[config.mk]
export PLATFORM = sky130hd
export DESIGN_NAME = gf256_word_poly_inverse_check_top
export DESIGN_NICKNAME = d
export VERILOG_FILES = /design/src/gwpi_pkg.sv /design/src/gwpi_lane.sv /design/src/gwpi_merge.sv /design/src/gf256_word_poly_inverse_check_top.sv
export VERILOG_INCLUDE_DIRS = /design/src /design/src/src
export SDC_FILE = /design/constraint.sdc
export NUM_CORES = 1
export LEC_CHECK = 0
export BUFFER_PORTS_ARGS = -buffer_cell sky130_fd_sc_hd__buf_2
export CORE_ASPECT_RATIO = 1.75
export CORE_UTILIZATION = 35
export CTS_CLUSTER_SIZE = 16
export DETAILED_ROUTE_END_ITERATION = 12
export PLACE_DENSITY = 0.58
export SLEW_MARGIN = 40
export SYNTH_ARGS = -nofsm -noshare
export SYNTH_HDL_FRONTEND = slang
export SYNTH_SLANG_ARGS = --single-unit
export TNS_END_PERCENT = 50
[constraint.sdc]
create_clock -name clk_i -period 2 [get_ports clk_i]
set_input_delay 0.2 -clock clk_i [delete_from_list [all_inputs] [get_ports clk_i]]
set_output_delay 0.2 -clock clk_i [all_outputs]
set_load 0.1 [all_outputs]
[src/gf256_word_poly_inverse_check_top_assert.svh]
// Assertion macros for the RTL.
`ifndef GF256_WORD_POLY_INVERSE_CHECK_TOP_ASSERT_SVH
`define GF256_WORD_POLY_INVERSE_CHECK_TOP_ASSERT_SVH

// Check a property while out of reset.
`define GWPI_ASSERT(lbl, clk, rstn, prop, msg) \
  lbl: assert property (@(posedge clk) disable iff (!rstn) prop) else $error(msg);

// Check a property at every edge, reset included.
`define GWPI_ASSERT_ALWAYS(lbl, clk, prop, msg) \
  lbl: assert property (@(posedge clk) prop) else $error(msg);

`endif

[src/gwpi_pkg.sv]
`default_nettype none
package gwpi_pkg;

  localparam int unsigned NumLanes = 4;
  localparam int unsigned CoefW    = 8;
  localparam int unsigned WordW    = NumLanes * CoefW;

  localparam logic [8:0] FieldPoly = 9'h11B;

  typedef logic [CoefW-1:0] coef_t;
  typedef coef_t [NumLanes-1:0] coef_word_t;

  // Lane results handed to the merge stage.
  typedef struct packed {
    logic       valid;
    coef_word_t coefs;
  } lane_out_t;

  // Multiply by x, reduce by the field polynomial.
  function automatic coef_t gf_double(input coef_t v);
    gf_double = {v[CoefW-2:0], 1'b0} ^ (v[CoefW-1] ? FieldPoly[CoefW-1:0] : coef_t'(0));
  endfunction

  // Shift-and-add product over eight doublings.
  function automatic coef_t gf_mul(input coef_t x, input coef_t y);
    coef_t acc;
    coef_t pw;
    acc = '0;
    pw  = x;
    for (int unsigned b = 0; b < CoefW; b++) begin
      if (y[b]) begin
        acc = acc ^ pw;
      end
      pw = gf_double(pw);
    end
    gf_mul = acc;
  endfunction

endpackage
`default_nettype wire

[src/gwpi_lane.sv]
`default_nettype none
module gwpi_lane (
  input  wire logic                clk_i,
  input  wire logic                load_i,
  input  wire gwpi_pkg::coef_word_t rot_first_i,
  input  wire gwpi_pkg::coef_word_t second_i,
  output gwpi_pkg::coef_t          coef_o
);
  import gwpi_pkg::*;

  coef_t coef_d;
  coef_t coef_q;

  // One output coefficient: XOR of the four pairwise field products.
  always_comb begin
    coef_d = '0;
    for (int unsigned j = 0; j < NumLanes; j++) begin
      coef_d = coef_d ^ gf_mul(rot_first_i[j], second_i[j]);
    end
  end

  always_ff @(posedge clk_i) begin
    if (load_i) begin
      coef_q <= coef_d;
    end
  end

  assign coef_o = coef_q;

endmodule
`default_nettype wire

[src/gwpi_merge.sv]
`default_nettype none
module gwpi_merge (
  input  wire logic                 clk_i,
  input  wire logic                 rst_ni,
  input  wire gwpi_pkg::lane_out_t  lanes_i,
  output logic                      ready_o,
  output logic                      out_valid_o,
  input  wire logic                 out_ready_i,
  output logic [gwpi_pkg::WordW-1:0] out_word_o,
  output logic                      out_inv_o
);
  import gwpi_pkg::*;

  logic             valid_q;
  logic             valid_d;
  logic [WordW-1:0] word_q;
  logic [WordW-1:0] word_d;
  logic             inv_q;
  logic             inv_d;
  logic             take;

  assign ready_o = !valid_q || out_ready_i;
  assign take    = lanes_i.valid && ready_o;
  assign word_d  = lanes_i.coefs;
  assign inv_d   = (word_d == WordW'(1));
  assign valid_d = take || (valid_q && !out_ready_i);

  always_ff @(posedge clk_i or negedge rst_ni) begin
    if (!rst_ni) begin
      valid_q <= 1'b0;
    end else begin
      valid_q <= valid_d;
    end
  end

  always_ff @(posedge clk_i) begin
    if (take) begin
      word_q <= word_d;
      inv_q  <= inv_d;
    end
  end

  assign out_valid_o = valid_q;
  assign out_word_o  = word_q;
  assign out_inv_o   = inv_q;

endmodule
`default_nettype wire

[src/gf256_word_poly_inverse_check_top.sv]
// Word polynomial product over GF(2^8) modulo x^4+1, with inverse flag.
// Input stream: s_axis_tdata_i carries poly_first in bits 31:0 and
// poly_second in bits 63:32; byte k of each word is the coefficient of x^k.
// Output stream: m_axis_tdata_o carries the product word, m_axis_tuser_o
// is high when the product equals 1 (the two words are mutual inverses).
// Four lanes each form one product coefficient (four AES-field products
// XORed) and register it; a merge stage packs the coefficients, compares
// against 1 and holds the result in the output register.
// Path: a two-stage register pipeline, lane stage then output register.
// Throughput: one word per cycle unless the receiver stalls.
// Reset clears the valid bits of both stages; the data registers are not reset.
// When the receiver stalls, the output register holds its word, an empty
// lane stage still takes one more word, then s_axis_tready_o drops until
// space frees up.
`default_nettype none
module gf256_word_poly_inverse_check_top (
  input  wire logic        clk_i,
  input  wire logic        rst_ni,
  input  wire logic        s_axis_tvalid_i,
  output logic             s_axis_tready_o,
  input  wire logic [63:0] s_axis_tdata_i,  // [31:0] poly_first, [63:32] poly_second
  output logic             m_axis_tvalid_o,
  input  wire logic        m_axis_tready_i,
  output logic [31:0]      m_axis_tdata_o,  // [31:0] product_word
  output logic             m_axis_tuser_o   // [0] is_inverse
);
  import gwpi_pkg::*;

  `include "gf256_word_poly_inverse_check_top_assert.svh"

  coef_word_t first_w;
  coef_word_t second_w;
  coef_word_t coefs;
  lane_out_t  lanes;
  logic       s1_valid_q;
  logic       s1_valid_d;
  logic       merge_ready;
  logic       load;

  assign first_w  = s_axis_tdata_i[WordW-1:0];
  assign second_w = s_axis_tdata_i[2*WordW-1:WordW];

  assign s_axis_tready_o = !s1_valid_q || merge_ready;
  assign load            = s_axis_tvalid_i && s_axis_tready_o;
  assign s1_valid_d      = load || (s1_valid_q && !merge_ready);

  always_ff @(posedge clk_i or negedge rst_ni) begin
    if (!rst_ni) begin
      s1_valid_q <= 1'b0;
    end else begin
      s1_valid_q <= s1_valid_d;
    end
  end

  for (genvar i = 0; i < NumLanes; i++) begin : g_lane
    coef_word_t rot_first;
    // Lane i pairs second[j] with first[(i - j) mod 4].
    for (genvar j = 0; j < NumLanes; j++) begin : g_rot
      localparam int unsigned Src = (i + NumLanes - j) % NumLanes;
      assign rot_first[j] = first_w[Src];
    end
    gwpi_lane u_lane (
      .clk_i      (clk_i),
      .load_i     (load),
      .rot_first_i(rot_first),
      .second_i   (second_w),
      .coef_o     (coefs[i])
    );
  end

  assign lanes.valid = s1_valid_q;
  assign lanes.coefs = coefs;

  gwpi_merge u_merge (
    .clk_i      (clk_i),
    .rst_ni     (rst_ni),
    .lanes_i    (lanes),
    .ready_o    (merge_ready),
    .out_valid_o(m_axis_tvalid_o),
    .out_ready_i(m_axis_tready_i),
    .out_word_o (m_axis_tdata_o),
    .out_inv_o  (m_axis_tuser_o)
  );

  `GWPI_ASSERT(a_flag_matches_word, clk_i, rst_ni, m_axis_tvalid_o |-> (m_axis_tuser_o == (m_axis_tdata_o == 32'd1)), "inverse flag disagrees with product word")
  `GWPI_ASSERT(a_accept_fills_stage, clk_i, rst_ni, load |=> s1_valid_q, "accepted word lost at lane stage")
  `GWPI_ASSERT(a_empty_stage_ready, clk_i, rst_ni, !s1_valid_q |-> s_axis_tready_o, "input stalled with empty lane stage")
  // Valid is cleared asynchronously while reset is low; check it at the edge after each reset cycle.
  `GWPI_ASSERT_ALWAYS(a_reset_clears_out, clk_i, !rst_ni |=> !m_axis_tvalid_o, "output valid after a reset cycle")

endmodule
`default_nettype wire
Word-level counts from Yosys, hierarchy flattened:

Index checks and enable logic that the tools add are counted.

* bits of input ports: 68
* register bits after elaboration: 67
* logic and storage cells: 329
* output and inout port bits: 35

* bitwise logic cells: 152
* eq/ne operators: 1
* reduce and logical (&&, ||, !) cells: 12
* multiplexer cells: 156

Operators by type and width (number)
* XOR 8 bit: 152
* two-way mux 8 bit: 128
* two-way mux 5 bit: 28
* == test 32 x 1 -> 1 bit, second input constant: 1
* logical AND 1 bit: 4
* logical NOT 1 bit: 4
* logical OR 1 bit: 4

Logic depth before layout (Yosys ltp):

Gate-level depths: netlist (run 1).

* depth after elaboration: 19
* depth in mapped cells: 11
* gate-level depth less buffers: 7

Hierarchy:

Synthesis (run 1) repeated with hierarchy kept, for this count alone.

* cells, all modules: 2812
* area total of the unflattened synthesis: 21878.5 µm²

Modules (own cells, without submodules)
* gwpi_lane: seq. area each 240.2 µm², instances 4, cells an instance 690, area each 5172.5 µm²
* gwpi_merge: seq. area each 1016.0 µm², instances 1, cells an instance 48, area each 1134.8 µm²
* gf256_word_poly_inverse_check_top: seq. area each 25.0 µm², instances 1, cells an instance 4, area each 53.8 µm²

Least setup slack after synthesis (run 1):

No wires, ideal clock.

* kind: reg-to-reg
* from: register u_merge.valid_q, in the netlist u_merge.out_valid_o
* to: register g_lane[0].u_lane.coef_q[0] (enable)
* slack: -1.136 ns
* arrival: 2.732 ns
* clock period less this slack: 3.136 ns
* path buffers: 0
* data required time: 1.595 ns
* stages on the path, launching flop included: 3
* setup time: 0.405 ns
* cell sequence: dfrtp_1 > nand3b_1 > and2_1

* longest elaborated chain between the ends: 4

Ends and longest elaborated chain
* start, declared: line gwpi_merge.sv:14 `logic valid_q;`
* start signal, assigned: line gwpi_merge.sv:32 `valid_q <= valid_d;`
* logical NOT 1 bit: line gwpi_merge.sv:22 `assign ready_o = !valid_q || out_ready_i;`
* logical OR 1 bit: line gwpi_merge.sv:22
* logical OR 1 bit: line gf256_word_poly_inverse_check_top.sv:43 `assign s_axis_tready_o = !s1_valid_q || merge_ready;`
* net s_axis_tready_o: line gf256_word_poly_inverse_check_top.sv:20 `output logic s_axis_tready_o,`
* logical AND 1 bit: line gf256_word_poly_inverse_check_top.sv:44 `assign load = s_axis_tvalid_i && s_axis_tready_o;`
* net g_lane[0].u_lane.load_i: line gwpi_lane.sv:4 `input wire logic load_i,`
* end signal, assigned: line gwpi_lane.sv:24 `coef_q <= coef_d;`
* end, declared: line gwpi_lane.sv:12 `coef_t coef_q;`

The timed path passes the listed nets, and every way through them passes these cells.
A chain may end at the register's enable or synchronous reset.

Final worst setup path (run 1):

* from: input port s_axis_tdata_i[13]
* to: register g_lane[2].u_lane.coef_q[4] (data pin)

* longest elaborated chain between the ends: 17
* elaborated cells between the ends (all ways): 22
* classes of those cells: mux: 7; bitwise: 15

Ends and longest elaborated chain
* start, declared: line gf256_word_poly_inverse_check_top.sv:21 `input wire logic [63:0] s_axis_tdata_i,`
* XOR 8 bit * (2 in a row): line gwpi_pkg.sv:21 `gf_double = {v[CoefW-2:0], 1'b0} ^ (v[CoefW-1] ? FieldPoly[CoefW-1:0] : coef_t'(0));`
* two-way mux 5 bit *: line gwpi_pkg.sv:21
* XOR 8 bit *: line gwpi_pkg.sv:21
* XOR 8 bit: line gwpi_pkg.sv:32 `acc = acc ^ pw;`
* two-way mux 8 bit: line gwpi_pkg.sv:31 `if (y[b]) begin`
* XOR 8 bit: line gwpi_pkg.sv:32
* two-way mux 8 bit: line gwpi_pkg.sv:31
* XOR 8 bit: line gwpi_pkg.sv:32
* two-way mux 8 bit: line gwpi_pkg.sv:31
* XOR 8 bit: line gwpi_pkg.sv:32
* two-way mux 8 bit: line gwpi_pkg.sv:31
* XOR 8 bit: line gwpi_pkg.sv:32
* two-way mux 8 bit *: line gwpi_pkg.sv:31
* XOR 8 bit * (3 in a row): line gwpi_lane.sv:18 `coef_d = coef_d ^ gf_mul(rot_first_i[j], second_i[j]);`
* net g_lane[2].u_lane.coef_d[4]: line gwpi_lane.sv:11 `coef_t coef_d;`
* end signal, assigned: line gwpi_lane.sv:24
* end, declared: line gwpi_lane.sv:12

Mark *: on every way through the listed nets, which the timed path passes. The rest lies on a longest branch.

==> results.json, run 1 <==
{
  "finalCritPeriodShare_pct": 117,
  "hpwl_mm": 68.9,
  "drt-initial-drc-count": 1472,
  "place.gp.congestion": 1.03,
  "synth_nets": 2500,
  "syn_inst": 2432,
  "globalRouteMet2Util_pct": 60.5,
  "start_util_pct": 35.5,
  "ys_warn_count": 0,
  "critPathCaptureType": "flip-flop",
  "max_freq_ghz": 0.428,
  "violations": "setup timing",
  "antenna_found_initial": 0,
  "grt_pass1_wl_mm": 123,
  "port_buffers": 102,
  "setup_slack_ps": -335,
  "wire_per_inst_um": 23.5,
  "vias": 18900,
  "multiInputGateArea_um2": 16500,
  "drive_above_1_share_pct": 33.7,
  "slowest_stage": "xor3_2",
  "tightest_slew_ps": 594,
  "fin_setup_tns_ps": -5020,
  "ant_nets": 0,
  "place_area_um2": 23900,
  "rows": 109,
  "grt_remaining_overflow": 0,
  "worstSetupPathType": "in -> reg",
  "drtPass1Iterations": 5,
  "final_nets": 3042,
  "grt_pass1_vias": 19300,
  "worstPathArrival_ps": 2450,
  "synth-seq-cells": 67,
  "min_period_ps": 2340,
  "critPathMaxStageDelay_ps": 610,
  "track_usage_pct": 32.3,
  "vias_per_cell": 5.17,
  "drc": 0,
  "fillers": 4772,
  "rsz0062_at_grt": "true",
  "p_per_area_nw_per_um2": 958,
  "synth.distinct_cells": 47,
  "hold_ws_ps": 95.1,
  "synth_edf_count": 65,
  "top_usage_layer": "met2",
  "grt_max_degree": 38,
  "clock_latency_ps": 360,
  "fp.dieW_um": 173,
  "synth_area_um2": 17900,
  "maxCapViolCount": 0,
  "finalSetupViolCount": 32,
  "clk_path_buf_depth": 2,
  "synthFlopType": "edfxtp_1",
  "htree_levels": 3,
  "cellLeakagePower_nw": 11.7,
  "cts_tree": "built",
  "cp_data_required_time_ps": 2110,
  "cts_buffers": 9,
  "hold_violations": 0,
  "crit_path_frequent_cell": "xnor2_1",
  "seq_area_um2": 2010,
  "skew_ps": 23.1,
  "avgSynthCellArea_um2": 7.36,
  "dieArea_um2": 52100,
  "grt_util_met3_pct": 3.16,
  "clk_pin_slew_ps": 80,
  "cts_sinks": 67,
  "vdd_drop_max_v": 0.000631,
  "slew_violations": 0,
  "io_pins": 103,
  "core_um2": 50500,
  "cp_cell_sequence": "buf_6 -> buf_12 -> xor3_2 -> nand2_1 -> xnor2_1 -> xnor2_2 -> xnor2_1 -> xnor3_1 -> xnor2_1",
  "wl_mm": 85.8,
  "start_kind": "primary input",
  "dieHeight_um": 301,
  "dp_slack_ps": -1100,
  "synth-seq-area-share_pct": 11.2,
  "maxSlewHeadroom_pct": 60.4,
  "min_path_type": "in -> reg",
  "synth-async-reset-ratio_pct": 2.99,
  "critPathMaxFanout": 8,
  "grt_util_met1_pct": 32.7,
  "finalPower_mw": 25.4,
  "clockRootBuffer": "clkbuf_16",
  "syn_to_final_growth_pct": 48.1,
  "final_cell_area_um2": 26500,
  "status": "complete, but fails checks"
}
-- through the flow --
stage | instances | util, %
floorplan | 2432 | -
global placement | 3563 | 47.4
detailed placement | 3563 | 47.4
CTS | 3617 | 50.7
global route | 3645 | 52.5
finish | 3646 | 52.5
-- worst max-delay path, delay by kind of cell --
family        cells  cell delay (ps)
buf+inv           2              240
simple gates      1              150
xor+xnor          6             1850
-- cell families (layout without fill, tap and decap cells) --
| group | after synthesis | after routing | share of synthesized area (%) |
|---|---|---|---|
| flops | 67 | 67 | 11.2 |
| buf+inv | 221 | 768 | 5.27 |
| other cells | 0 | 1 | 0 |
| mux | 14 | 14 | 0.783 |
| compound gates | 94 | 94 | 3.70 |
| simple gates | 1026 | 1026 | 22.2 |
| xor+xnor | 1010 | 1010 | 56.9 |
-- registers in the layout (all words and copies together), names as in the netlist --
| signal | flops |
|---|---|
| u_merge.out_inv_o | 1 |
| g_lane.u_lane.coef_o | 32 |
| u_merge.out_word_o | 32 |
| u_merge.out_valid_o | 1 |
| s1_valid_q | 1 |
-- timing repair --
action,4_1_cts,5_1_grt
gates cloned,1,1
endpoints found under the hold margin,2,0
pin swaps,103,105
hold buffers,1,0
gates resized for setup,189,125
endpoints found under the setup margin,32,32
buffers inserted,37,31
-- per-layer routing --
metal  up-vias  wire length, um
met1      8995            29300
met2       945            43800
met3       373             4650
li1       8538                -
met5         -                0
met4         0             8070
-- cell usage in the layout, fill, tap and decap left out, types with 24 or more instances in the layout --
cell type	instances
buf_12	89
buf_2	74
buf_4	520
buf_6	47
edfxtp_1	65
nand2_1	903
nand2_2	39
xnor2_1	560
xnor2_2	91
xnor3_1	51
xor2_1	220
xor2_2	27
xor2_4	24
-- where the power goes --
group          internal, mW  leakage, nW  total, mW  switching, mW
registers              2.77        0.646       3.24          0.463
clock network         0.990        0.145       1.75          0.763
logic                  10.3         10.9       20.4           10.1
-- synth_stat cells (10+ instances only) --
master    instances  share of area [%]
nand2_1         957                 20
edfxtp_1         65                 11
clkbuf_1        101                2.1
o221ai_1         13               0.64
a22oi_1          11               0.46
nand3_1          12               0.34
buf_2            46                1.3
buf_1            50                1.0
a21oi_1          26               0.73
buf_4            11               0.46
xnor3_1          55                6.9
nor2_1           18               0.38
xnor2_1         659                 32
xor3_1           22                2.9
mux2i_1          14               0.78
inv_1            11               0.23
nor2b_1          10               0.35
xor2_1          256                 13
-- final timing paths --
path	start	end	slack (ps)	cells past startpoint
worst min-delay path	s_axis_tvalid_i	s1_valid_q$_DFF_PN0_	100	2
max in group asynchronous	rst_ni	u_merge.out_valid_o$_DFF_PN0_	1710	2
min in group asynchronous	rst_ni	s1_valid_q$_DFF_PN0_	180	2
worst max-delay path	s_axis_tdata_i[13]	g_lane[2].u_lane.coef_o[4]$_DFFE_PP_	-340	9
worst min register to register	g_lane[0].u_lane.coef_o[7]$_DFFE_PP_	u_merge.out_word_o[7]$_DFFE_PP_	460	0
worst max register to register	u_merge.out_valid_o$_DFF_PN0_	g_lane[2].u_lane.coef_o[0]$_DFFE_PP_	460	2
-- final cells by class --
type | count | share of cell area (%)
multi-input combinational | 2144 | 62.4
timing repair buffer | 741 | 25.5
sequential | 67 | 7.57
tap | 666 | 3.15
clock buffer | 9 | 0.850
clock inverter | 7 | 0.312
inverter | 11 | 0.170
antenna | 1 | 0.00944
(Power assumes the default switching activity.)
==> inputs of run 2 (changes only) <==
- ABC_AREA: unset -> 1
- CORE_UTILIZATION: 35 -> 30
- PLACE_DENSITY: 0.58 -> 0.52
==> run 2 against run 1 <==
Net effect: utilization decreased by 6.3 points; non-clock buffer count increased by 29; clock power decreased by 5%; combinational power decreased by 16%; clock skew decreased by 3.0 ps; critical path depth increased by 11; flip-flop and latch count unchanged; via count increased by 43%; the flow still finishes with violations (setup timing); sequential share of layout area decreased by 1.3 points; largest cell class unchanged; global-route usage decreased by 1.0 points; highest routed layer unchanged.
==> results.json, run 2 <==
{
  "ant_nets": 0,
  "final_nets": 4611,
  "cp_data_required_time_ps": 2120,
  "synth-async-reset-ratio_pct": 2.99,
  "maxSlewHeadroom_pct": 59.4,
  "synth_nets": 3998,
  "syn_to_final_growth_pct": 52.3,
  "vdd_drop_max_v": 0.000363,
  "cts_sinks": 67,
  "finalCritPeriodShare_pct": 101,
  "synth.most_common_cell": "nand2_1",
  "violations": "setup timing",
  "layout_common_cells": "1,401 x nand2_1, 508 x buf_4, 350 x inv_1",
  "min_path_type": "in -> reg",
  "p_per_area_nw_per_um2": 664,
  "maxCapViolCount": 0,
  "synth-seq-cells": 67,
  "cellLeakagePower_nw": 16.7,
  "clockRootBuffer": "clkbuf_16",
  "track_usage_pct": 31.3,
  "synth_area_um2": 21200,
  "clk_path_buf_depth": 2,
  "rsz0062_at_grt": "true",
  "synth_edf_count": 65,
  "drt-initial-drc-count": 1955,
  "worstPathArrival_ps": 2140,
  "antenna_found_initial": 0,
  "grt_pass1_vias": 24800,
  "critPathCapture": "g_lane[1].u_lane.coef_o[7]$_DFFE_PP_",
  "layout_commonest_cell": "nand2_1",
  "synth.distinct_cells": 39,
  "final_util_pct": 46.2,
  "multiInputGateArea_um2": 19800,
  "max_freq_ghz": 0.495,
  "ff2ff_setup_slack_ps": 480,
  "clock_latency_ps": 370,
  "crit_start": "s_axis_tdata_i[15]",
  "fillers": 7345,
  "worstSetupPathType": "in -> reg",
  "cts_tree": "built",
  "ys_warn_count": 0,
  "synth_common_cells": "1,700 x nand2_1, 402 x nor2_1, 385 x inv_1",
  "grt_pass1_wl_mm": 162,
  "avgSynthCellArea_um2": 5.38,
  "finalSetupViolCount": 1,
  "fp.dieW_um": 203,
  "start_kind": "primary input",
  "place.gp.congestion": 1.02,
  "critPathMaxFanout": 9,
  "skew_ps": 20.1,
  "tightest_slew_ps": 608,
  "synth-seq-area-share_pct": 9.46,
  "timing.rr.end": "u_merge.out_inv_o$_DFFE_PP_",
  "start_util_pct": 30.4,
  "synthFlopType": "edfxtp_1",
  "cts_buffers": 9,
  "io_pins": 103,
  "port_buffers": 102,
  "dieArea_um2": 71600,
  "core_um2": 69700,
  "worstRegToRegCells": 4,
  "reg2reg_from": "g_lane[3].u_lane.coef_o[0]$_DFFE_PP_",
  "status": "complete, but fails checks",
  "setup_slack_ps": -21.3,
  "synth.area.top_cells": "nand2_1 30%, xor2_1 13%, xnor2_1 13%",
  "wire_per_inst_um": 21.5,
  "drtPass1Iterations": 6,
  "yosysTopAreaCell": "nand2_1",
  "min_period_ps": 2020,
  "rows": 128,
  "finalPower_mw": 21.4,
  "hold_ws_ps": 64.2,
  "htree_levels": 3,
  "grt_max_degree": 34,
  "slew_violations": 0,
  "dieHeight_um": 353,
  "syn_inst": 3930,
  "clk_pin_slew_ps": 60,
  "hold_violations": 0,
  "drive_above_1_share_pct": 32.9,
  "drc": 0,
  "netlist.area_leader.share_pct": 30.2,
  "grt_remaining_overflow": 0,
  "seq_area_um2": 2010,
  "critPathCaptureType": "flip-flop",
  "wl_mm": 117,
  "vias_per_cell": 4.94,
  "vias": 27000,
  "hpwl_mm": 95.1
}
==> run 2: area by class of cell <==
cell class / count / share of cell area, %
antenna: 1 / 0.00777
clock inverter: 7 / 0.214
sequential: 67 / 6.23
tap: 910 / 3.53
timing repair buffer: 770 / 22.7
clock buffer: 9 / 0.699
multi-input combinational: 3283 / 61.5
inverter: 412 / 5.11
==> run 2: worst min-delay path by stage <==
| stage | start | depth (start not counted) | slack, ps | to |
|---|---|---|---|---|
| global placement | rst_ni | 1 | -10 | s1_valid_q$_DFF_PN0_ |
| floorplan | rst_ni | 0 | -100 | s1_valid_q$_DFF_PN0_ |
| finish | s_axis_tvalid_i | 3 | 60 | s1_valid_q$_DFF_PN0_ |
| global route | s_axis_tvalid_i | 3 | 60 | s1_valid_q$_DFF_PN0_ |
| detailed placement | rst_ni | 1 | -9 | s1_valid_q$_DFF_PN0_ |
| CTS | s_axis_tvalid_i | 3 | 50 | s1_valid_q$_DFF_PN0_ |
==> run 2: cell families (layout without fill, tap and decap cells) <==
family                 count (synthesis)  in the layout  share of synthesized area (%)
AO/OA/AOI/OAI                         69             69                           1.94
AND/OR/NAND/NOR                     2565           2565                           49.8
other                                  0              1                              0
flip-flops                            67             67                           9.46
XOR/XNOR                             649            649                           27.4
buffers and inverters                580           1198                           11.4
==> run 2: through the flow <==
step | setup WS [ps] | TNS, ps | cells | cell area (um^2)
6_report | -21.3 | -21.3 | 5459 | 32200
5_1_grt | -117 | -2250 | 5458 | 32200
4_1_cts | -43.2 | -241 | 5404 | 28900
3_5_place_dp | -637 | -17660 | 5366 | 27500
3_3_place_gp | -626 | -17110 | 5366 | 27500
2_1_floorplan | -42.5 | -461 | 3930 | 21300
==> run 2: worst max-delay path, cell delays in order <==
cell and delay [ps]:
buf_12 110, buf_6 130, nand2_2 80, nand2_2 60, nand2_1 100, nand2_4 110
buf_6 170, buf_12 140, nand2_2 80, xor2_2 200, xnor2_2 140, inv_1 60
nand2_1 60, nand2_1 100, inv_1 70, nand2_1 60, nand2_1 60, nand2_1 60
nand2_2 90, inv_1 50
==> run 2: report_power, final <==
part	leakage (nW)	internal (mW)	switching (mW)	total, mW
Clock	0.141	0.961	0.699	1.66
Combinational	15.9	6.62	10.5	17.1
Sequential	0.646	2.25	0.420	2.67
==> run 2: metal layers <==
metal	vias up	track usage (%)	part of all wire, %
li1	13000	-	-
met1	12400	34.1	36
met2	1107	55.9	48
met3	454	3.47	5.9
met4	0	22.4	9.6
met5	-	0	0
==> run 2: repair_timing <==
action | in CTS | in global routing
setup endpoints to repair | 30 | 32
pin swaps | 71 | 316
gates resized for setup | 234 | 738
hold buffers | 1 | 0
gates cloned | 1 | 6
buffers inserted | 20 | 49
endpoints found under the hold margin | 2 | 0
